<file path="config.mk">
export PLATFORM = sky130hd
export DESIGN_NAME = protected_output_fault_retry_unit
export DESIGN_NICKNAME = d
export VERILOG_FILES = /design/src/rtl/pofr_pkg.sv /design/src/rtl/protected_output_fault_retry_unit.sv /design/src/rtl/pofr_csr.sv /design/src/rtl/pofr_ctrl.sv
export VERILOG_INCLUDE_DIRS = /design/src /design/src/rtl
export SDC_FILE = /design/constraint.sdc
export NUM_CORES = 1
export LEC_CHECK = 0
export BUFFER_PORTS_ARGS = -buffer_cell sky130_fd_sc_hd__buf_2
export CAP_MARGIN = 20
export CORE_ASPECT_RATIO = 1.4
export CORE_MARGIN = 10
export CORE_UTILIZATION = 54
export DETAILED_ROUTE_END_ITERATION = 7
export GPL_TIMING_DRIVEN = 1
export PLACE_DENSITY_LB_ADDON = 0.25
export SLEW_MARGIN = 20
export SYNTH_ARGS = -nofsm -noshare
export SYNTH_HDL_FRONTEND = slang
export SYNTH_HIERARCHICAL = 1
export SYNTH_SLANG_ARGS = --single-unit
export TNS_END_PERCENT = 10
</file>
<file path="constraint.sdc">
create_clock -name clock -period 3.57 [get_ports clock]
set_input_delay 0.714 -clock clock [delete_from_list [all_inputs] [get_ports clock]]
set_output_delay 0.714 -clock clock [all_outputs]
set_load 0.01 [all_outputs]
</file>
<file path="src/rtl/assert_macros.svh">
// Assertion helpers shared by the RTL files.
`ifndef ASSERT_MACROS_SVH
`define ASSERT_MACROS_SVH

// Concurrent check on the rising clock edge, switched off while reset is high.
`define POFR_ASSERT(label, clk, rst, prop, msg) \
   label: assert property (@(posedge clk) disable iff (rst) (prop)) else $error(msg);

// The same check, sampled only when an enabling condition holds.
`define POFR_ASSERT_WHEN(label, clk, rst, cond, prop, msg) \
   label: assert property (@(posedge clk) disable iff (rst) (cond) |-> (prop)) else $error(msg);

`endif

</file>
<file path="src/rtl/pofr_pkg.sv">
`default_nettype none

package pofr_pkg;

   localparam int ByteW      = 8;
   localparam int PinW       = 4;
   localparam int CountW     = 18;
   localparam int MsPerSecond = 1000;
   localparam int ReqDataW   = 24;
   localparam int RspDataW   = 24;

   typedef logic [1:0] kind_type;
   localparam kind_type KIND_TICK  = 2'd0;
   localparam kind_type KIND_FAULT = 2'd1;
   localparam kind_type KIND_SET   = 2'd2;

   typedef logic [1:0] reg_index_type;
   localparam reg_index_type REG_RETRY_SECONDS = 2'd0;
   localparam reg_index_type REG_FORCED_RETRY  = 2'd1;
   localparam reg_index_type REG_ON_POLARITY   = 2'd2;
   localparam reg_index_type REG_FAULT_POLARITY = 2'd3;

   typedef struct packed {
      logic [ByteW-1:0] retry_seconds;
      logic             forced_retry;
      logic [PinW-1:0]  on_polarity_mask;
      logic             fault_polarity;
   } cfg_type;

   typedef struct packed {
      kind_type         kind;
      logic             fault_level;
      logic             fault_level_after;
      logic [ByteW-1:0] channel;
      logic [ByteW-1:0] target_value;
   } item_type;

   typedef struct packed {
      logic [PinW-1:0]  pin_levels;
      logic             report_valid;
      logic             healthy;
      logic             ack_valid;
      logic [ByteW-1:0] ack_channel;
      logic [ByteW-1:0] ack_value;
   } result_type;

   // Level of one channel pin after a drive; targets other than off and on keep the pin.
   function automatic logic drive_level(input logic [ByteW-1:0] target, input logic fault,
                                        input logic ignore_fault, input logic on_level,
                                        input logic current);
      logic lvl;
      lvl = current;
      if (target == ByteW'(0)) begin
         lvl = ~on_level;
      end else if (target == ByteW'(1)) begin
         lvl = (!fault || ignore_fault) ? on_level : ~on_level;
      end
      return lvl;
   endfunction

endpackage

`default_nettype wire

</file>
<file path="src/rtl/protected_output_fault_retry_unit.sv">
`default_nettype none

// Channel   Direction  Handshake               Payload
// req       in         req_tvalid/req_tready   req_tuser kind, req_tdata fault levels, command
// rsp       out        rsp_tvalid/rsp_tready   rsp_tuser flags, rsp_tdata pins, health, echo
// csr       in         csr_valid/csr_ready     csr_index, csr_data
//
// Each request is held in the input register while it is evaluated against the channel state;
// the response is registered and offered, and a request is taken every cycle unless it stalls.
// Reset is synchronous and active high; it clears the state and resets the configuration at once.
// A stalled response holds the pipeline; the input register still accepts while the
// output register is being drained in the same cycle.

`include "assert_macros.svh"

module protected_output_fault_retry_unit #(
   parameter int CHANNELS = 4
) (
   input  wire logic                            clock,
   input  wire logic                            reset,
   input  wire logic                            req_tvalid,
   output logic                                 req_tready,
   // [0] fault_level, [1] fault_level_after, [9:2] channel, [17:10] target_value
   input  wire logic [pofr_pkg::ReqDataW-1:0]   req_tdata,
   // [1:0] kind
   input  wire logic [1:0]                      req_tuser,
   output logic                                 rsp_tvalid,
   input  wire logic                            rsp_tready,
   // [3:0] pin_levels, [4] healthy, [12:5] ack_channel, [20:13] ack_value
   output logic [pofr_pkg::RspDataW-1:0]        rsp_tdata,
   // [0] report_valid, [1] ack_valid
   output logic [1:0]                           rsp_tuser,
   input  wire logic                            csr_valid,
   output logic                                 csr_ready,
   input  wire logic [1:0]                      csr_index,
   input  wire logic [7:0]                      csr_data
);
   import pofr_pkg::*;

   cfg_type    cfg;
   item_type   item_ff, item_in;
   logic       in_valid_ff, in_valid_in;
   result_type rsp_ff;
   result_type result;
   logic       out_valid_ff, out_valid_in;
   logic       advance;
   logic       step;

   assign csr_ready = 1'b1;

   pofr_csr u_csr (
      .clock     (clock),
      .reset     (reset),
      .csr_valid (csr_valid),
      .csr_index (csr_index),
      .csr_data  (csr_data),
      .cfg       (cfg)
   );

   assign advance    = !out_valid_ff || rsp_tready;
   assign step       = in_valid_ff && advance;
   assign req_tready = !in_valid_ff || advance;

   always_comb begin
      item_in.kind              = req_tuser;
      item_in.fault_level       = req_tdata[0];
      item_in.fault_level_after = req_tdata[1];
      item_in.channel           = req_tdata[9:2];
      item_in.target_value      = req_tdata[17:10];
      in_valid_in  = req_tready ? req_tvalid : in_valid_ff;
      out_valid_in = advance ? in_valid_ff : out_valid_ff;
   end

   pofr_ctrl #(
      .CHANNELS (CHANNELS)
   ) u_ctrl (
      .clock  (clock),
      .reset  (reset),
      .step   (step),
      .item   (item_ff),
      .cfg    (cfg),
      .result (result)
   );

   always_ff @(posedge clock) begin
      if (reset) begin
         in_valid_ff  <= 1'b0;
         out_valid_ff <= 1'b0;
      end else begin
         in_valid_ff  <= in_valid_in;
         out_valid_ff <= out_valid_in;
      end
   end

   always_ff @(posedge clock) begin
      if (req_tvalid && req_tready) begin
         item_ff <= item_in;
      end
      if (step) begin
         rsp_ff <= result;
      end
   end

   assign rsp_tvalid = out_valid_ff;
   assign rsp_tdata  = {3'b000, rsp_ff.ack_value, rsp_ff.ack_channel, rsp_ff.healthy,
                        rsp_ff.pin_levels};
   assign rsp_tuser  = {rsp_ff.ack_valid, rsp_ff.report_valid};

   `POFR_ASSERT_WHEN(unused_pins_low, clock, reset, out_valid_ff, (rsp_ff.pin_levels >> CHANNELS) == '0, "pin driven on a channel that does not exist")
   `POFR_ASSERT_WHEN(healthy_needs_report, clock, reset, out_valid_ff, !rsp_ff.healthy || rsp_ff.report_valid, "health flag without a report")
   `POFR_ASSERT_WHEN(report_ack_exclusive, clock, reset, out_valid_ff, !(rsp_ff.report_valid && rsp_ff.ack_valid), "report and acknowledgement in one response")

endmodule

`default_nettype wire

</file>
<file path="src/rtl/pofr_csr.sv">
`default_nettype none

module pofr_csr (
   input  wire logic                   clock,
   input  wire logic                   reset,
   input  wire logic                   csr_valid,
   input  wire pofr_pkg::reg_index_type csr_index,
   input  wire logic [7:0]             csr_data,
   output pofr_pkg::cfg_type           cfg
);
   import pofr_pkg::*;

   cfg_type cfg_ff;
   cfg_type cfg_in;

   always_comb begin
      cfg_in = cfg_ff;
      if (csr_valid) begin
         case (csr_index)
            REG_RETRY_SECONDS:  cfg_in.retry_seconds    = csr_data;
            REG_FORCED_RETRY:   cfg_in.forced_retry     = csr_data[0];
            REG_ON_POLARITY:    cfg_in.on_polarity_mask = csr_data[PinW-1:0];
            REG_FAULT_POLARITY: cfg_in.fault_polarity   = csr_data[0];
            default:            cfg_in = cfg_ff;
         endcase
      end
   end

   always_ff @(posedge clock) begin
      if (reset) begin
         cfg_ff.retry_seconds    <= '0;
         cfg_ff.forced_retry     <= 1'b0;
         cfg_ff.on_polarity_mask <= '1;
         cfg_ff.fault_polarity   <= 1'b0;
      end else begin
         cfg_ff <= cfg_in;
      end
   end

   assign cfg = cfg_ff;

endmodule

`default_nettype wire

</file>
<file path="src/rtl/pofr_ctrl.sv">
`default_nettype none

`include "assert_macros.svh"

module pofr_ctrl #(
   parameter int CHANNELS = 4
) (
   input  wire logic              clock,
   input  wire logic              reset,
   input  wire logic              step,
   input  wire pofr_pkg::item_type item,
   input  wire pofr_pkg::cfg_type  cfg,
   output pofr_pkg::result_type    result
);
   import pofr_pkg::*;

   localparam int IdxW = (CHANNELS > 1) ? $clog2(CHANNELS) : 1;

   logic [ByteW-1:0]    target_ff [CHANNELS];
   logic [ByteW-1:0]    target_in [CHANNELS];
   logic [ByteW-1:0]    target_set [CHANNELS];
   logic [ByteW-1:0]    drive_target [CHANNELS];
   logic                fault_ff, fault_in;
   logic                retry_active_ff, retry_active_in;
   logic [CountW-1:0]   countdown_ff, countdown_in;
   logic [CHANNELS-1:0] pins_ff, pins_in;
   logic [CHANNELS-1:0] driven;

   logic              sample_now;
   logic              sample_after;
   logic              set_hit;
   logic [IdxW-1:0]   set_idx;
   logic              ignore_fault;
   logic [CountW-1:0] reload;
   logic              report;
   logic              ack;

   assign sample_now   = (item.fault_level == cfg.fault_polarity);
   assign sample_after = (item.fault_level_after == cfg.fault_polarity);
   assign set_hit      = (item.channel < ByteW'(CHANNELS));
   assign set_idx      = item.channel[IdxW-1:0];
   assign ignore_fault = cfg.forced_retry && (item.kind != KIND_FAULT);
   assign reload       = CountW'(CountW'(cfg.retry_seconds) * CountW'(MsPerSecond));

   always_comb begin
      for (int ch = 0; ch < CHANNELS; ch++) begin
         target_set[ch] = (set_hit && set_idx == IdxW'(ch)) ? item.target_value : target_ff[ch];
         drive_target[ch] = (item.kind == KIND_SET) ? target_set[ch] : target_ff[ch];
         driven[ch] = drive_level(drive_target[ch], sample_now, ignore_fault,
                                  cfg.on_polarity_mask[ch], pins_ff[ch]);
      end
   end

   always_comb begin
      target_in       = target_ff;
      fault_in        = fault_ff;
      retry_active_in = retry_active_ff;
      countdown_in    = countdown_ff;
      pins_in         = pins_ff;
      report          = 1'b0;
      ack             = 1'b0;
      case (item.kind)
         KIND_TICK: begin
            if (retry_active_ff) begin
               if (countdown_ff <= CountW'(1)) begin
                  pins_in  = driven;
                  fault_in = cfg.forced_retry ? sample_after : sample_now;
                  if (fault_in) begin
                     retry_active_in = 1'b1;
                     countdown_in    = reload;
                  end else begin
                     retry_active_in = 1'b0;
                     countdown_in    = '0;
                     report          = 1'b1;
                  end
               end else begin
                  countdown_in = countdown_ff - CountW'(1);
               end
            end
         end
         KIND_FAULT: begin
            fault_in = sample_now;
            pins_in  = driven;
            if (sample_now) begin
               if (cfg.retry_seconds != '0) begin
                  retry_active_in = 1'b1;
                  countdown_in    = reload;
               end else begin
                  for (int ch = 0; ch < CHANNELS; ch++) begin
                     target_in[ch] = '0;
                  end
               end
            end
            report = 1'b1;
         end
         KIND_SET: begin
            if (set_hit) begin
               target_in = target_set;
               fault_in  = sample_now;
               pins_in   = driven;
            end
            ack = 1'b1;
         end
         default: begin
            pins_in = pins_ff;
         end
      endcase
   end

   always_ff @(posedge clock) begin
      if (reset) begin
         for (int ch = 0; ch < CHANNELS; ch++) begin
            target_ff[ch] <= '0;
         end
         fault_ff        <= 1'b0;
         retry_active_ff <= 1'b0;
         countdown_ff    <= '0;
         pins_ff         <= '0;
      end else if (step) begin
         target_ff       <= target_in;
         fault_ff        <= fault_in;
         retry_active_ff <= retry_active_in;
         countdown_ff    <= countdown_in;
         pins_ff         <= pins_in;
      end
   end

   always_comb begin
      result.pin_levels   = PinW'(pins_in);
      result.report_valid = report;
      result.healthy      = report && !fault_in;
      result.ack_valid    = ack;
      result.ack_channel  = ack ? item.channel : '0;
      result.ack_value    = ack ? item.target_value : '0;
   end

   `POFR_ASSERT(idle_countdown_zero, clock, reset, !retry_active_ff |-> countdown_ff == '0, "countdown left running while retry is idle")
   `POFR_ASSERT_WHEN(fault_clears_targets, clock, reset, step && item.kind == KIND_FAULT && sample_now && cfg.retry_seconds == '0, ##1 target_ff[0] == '0, "targets not cleared on fault without retry")

endmodule

`default_nettype wire
</file>
==> out/metrics.yaml <==
max_freq_mhz: 259
gr-total-overflow: 0
tightest_slew_ns: 1.01
power.leakage_nw: 3.49
hold_viol: 0
areaGrowthSynthToFinish_pct: 19.1
fillers: 1024
synth_top_area_cell: "dfxtp_1"
grt_pass1_vias: 6354
nets: 942
final_area_mm2: 0.00858
syn_area_mm2: 0.00720
vias: 6297
final_cell_mix: "dfxtp_1, a21oi_1, buf_2, buf_4, inv_1"
multi_input_area_mm2: 0.00423
root_buffer: "clkbuf_16"
endpoint: "u_ctrl/countdown_ff[16]$_SDFFE_PP0P_"
synthTopCellsByArea: "dfxtp_1, edfxtp_1, ha_1"
ys_ff_latch: 114
ir_drop_v: 0.000226
grtUsageTotal_pct: 21.1
relSlewSlack_pct: 32.1
routabilityCongestion: 0.911
ys_types: 80
firstDrtPassIters: 6
p_switching_mw: 0.993
grt_antenna_before_repair: 0
hpwlAfterDp_um: 14700
fin_util_pct: 66.3
required_ns: 3.89
port_buffers: 59
die_area_mm2: 0.0184
yosys_most_used_dff: "dfxtp_1"
final_antenna_net_count: 0
finalWirelength_um: 19900
die_h_um: 157
seq_area_frac_synth_pct: 37.7
synth_top_area_share_pct: 19.7
r2r_slack_ns: -0.29
pwr-share-seq_pct: 40.9
crit_arrival_ns: 4.18
p_int_mw: 2.50
h-tree-depth: 4
synth_warnings: 6
worstSkewPairLatency_ns: 0.42
violations: "setup timing"
die_w_um: 118
setup_viol: 8
reg2reg_to: "u_ctrl/countdown_ff[16]$_SDFFE_PP0P_"
cp-start-kind: "flop"
powerDensity_mw_per_mm2: 407
cts_tree: "yes"
fin_ws_ns: -0.292
drive_gt1_share_pct: 22.9
synth_enable_flop_cells: 43
initial_utilization_pct: 55.7
cts.sinks: 114
timing_worst_setup_path_type: "reg -> reg"
crit_start: "u_csr/cfg[8]$_SDFFE_PP0P_"
seqCellArea_mm2: 0.00273
status: "complete, but fails checks"
clkPwrFrac_pct: 44.9
worstRegToRegCells: 13
grt_pass1_wl_um: 31700
rsz0062_at_grt: "true"
rows: 49
r2r_start: "u_csr/cfg[8]$_SDFFE_PP0P_"
pwr-share-comb_pct: 14.2
vias_per_cell: 6.13
worst_clock_skew_ns: 0.00991
cts.path.max_buffers: 2
clk_pin_slew_ns: 0.05
avgSynthCellArea_um2: 9.63
end_kind: "flop"
switching_share_pct: 28.4
hp-class: "reg -> reg"
avgRoutedWirePerCell_um: 19.4
core_mm2: 0.0129
cts_inserted_buffers: 17
period_needed_ns: 3.86
dr.first_iter.drc_count: 643
place_area_mm2: 0.00793
antenna_cells: 0
critPathMaxFanout: 5
report.final.slew_viol_count: 0
cap_violations: 0
cts_hold_buf: 0
finalCritPeriodShare_pct: 108
mostFrequentLayoutCell: "dfxtp_1"
drc: 0
ys_async_sr_fraction_pct: 0
ios: 70
grt_max_degree: 33
syn_inst: 748
[area by class of cell]
| cell class | instances | area share [%] |
|---|---|---|
| Sequential cell | 114 | 31.8 |
| Timing Repair Buffer | 107 | 7.65 |
| Multi-Input combinational cell | 546 | 49.3 |
| Clock buffer | 17 | 4.96 |
| Tap cell | 178 | 2.60 |
| Clock inverter | 15 | 1.49 |
| Inverter | 50 | 2.19 |
[sequential cells by signal (all words and copies together), names as in the netlist]
name / cells
item_ff: 20
u_ctrl/countdown_ff: 18
u_ctrl/retry_active_ff: 1
in_valid_ff: 1
u_csr/cfg: 14
rsp_tdata: 21
rsp_tvalid: 1
rsp_tuser: 2
u_ctrl/pins_ff: 4
u_ctrl/target_ff: 32
[timing repair]
item | 4_1_cts | 5_1_grt
pin swaps | 12 | 11
endpoints found under the setup margin | 8 | 8
gates resized for setup | 15 | 6
buffers inserted | 1 | 0
[layer usage]
| metal | up-vias | share of wire, % | track usage, % |
|---|---|---|---|
| li1 | 2950 | - | - |
| met1 | 3010 | 36 | 21.5 |
| met2 | 263 | 54 | 39.4 |
| met3 | 74 | 5.2 | 4.21 |
| met4 | 0 | 4.9 | 12.4 |
| met5 | - | 0 | 0 |
[worst max-delay path, stage by stage, from the launching register on]
cell and delay [ns]:
dfxtp_4 0.36, fa_1 0.60, xor2_1 0.22, ha_1 0.28
inv_2 0.06, fa_1 0.44, fa_1 0.52, inv_2 0.05
ha_4 0.24, o21a_1 0.16, o31a_1 0.14, o21ai_2 0.14
mux2_4 0.34, o32ai_4 0.22
[synth_stat cells, types with 7 or more instances]
| cell | count |
|---|---|
| dfxtp_1 | 71 |
| a21oi_1 | 63 |
| inv_1 | 49 |
| o21ai_0 | 45 |
| ha_1 | 44 |
| edfxtp_1 | 43 |
| nand3_1 | 43 |
| nor2_1 | 33 |
| clkbuf_1 | 24 |
| nand2_1 | 24 |
| nand2b_1 | 24 |
| fa_1 | 21 |
| mux2i_1 | 19 |
| nor3_1 | 19 |
| and2_1 | 18 |
| nand4_1 | 15 |
| or4_1 | 10 |
| nor4_1 | 9 |
| buf_4 | 8 |
| nor2b_1 | 8 |
| o211ai_1 | 8 |
| xnor2_1 | 8 |
| xor2_1 | 7 |
[power by group through the flow]
stage / Clock (mW) / Sequential (mW) / Combinational [mW]
after floorplan: 0 / 1.45 / 0.308
after global placement: 0 / 1.45 / 0.463
after detailed placement: 0 / 1.46 / 0.473
after CTS: 1.59 / 1.43 / 0.484
after global routing: 1.65 / 1.43 / 0.541
final: 1.57 / 1.43 / 0.494
[kinds of logic after synthesis]
family	share of synthesized area (%)
xor gates and xnor gates	1.82
buffers and inverters	5.49
muxes	3.58
and+or+nand+nor	20.2
other	0.104
adders and majority gates	13.5
AOI/OAI and AO/OA	17.7
DFF	37.7
[worst min path at each step]
stage,start,to,depth (start not counted)
2_1_floorplan,u_ctrl/target_ff[28]$_SDFFE_PP0P_,u_ctrl/target_ff[28]$_SDFFE_PP0P_,2
4_1_cts,req_tdata[7],item_ff[13]$_DFFE_PP_,1
3_5_place_dp,u_ctrl/target_ff[31]$_SDFFE_PP0P_,u_ctrl/target_ff[31]$_SDFFE_PP0P_,2
5_1_grt,req_tdata[10],item_ff[0]$_DFFE_PP_,1
3_3_place_gp,u_ctrl/target_ff[28]$_SDFFE_PP0P_,u_ctrl/target_ff[28]$_SDFFE_PP0P_,2
6_report,u_ctrl/target_ff[31]$_SDFFE_PP0P_,u_ctrl/target_ff[31]$_SDFFE_PP0P_,2
[metrics by stage]
step	setup slack (ns)	total power, mW	TNS, ns	cells	hold slack [ns]
final	-0.292	3.49	-1.40	1027	0.473
after global routing	-0.368	3.62	-2.25	1027	0.458
after CTS	-0.289	3.50	-1.56	1027	0.464
after detailed placement	-0.346	1.93	-1.94	994	0.463
after global placement	-0.279	1.92	-1.53	994	0.450
after floorplan	-0.104	1.76	-0.179	750	0.444
No activity file was read; power rests on OpenSTA's default activity.
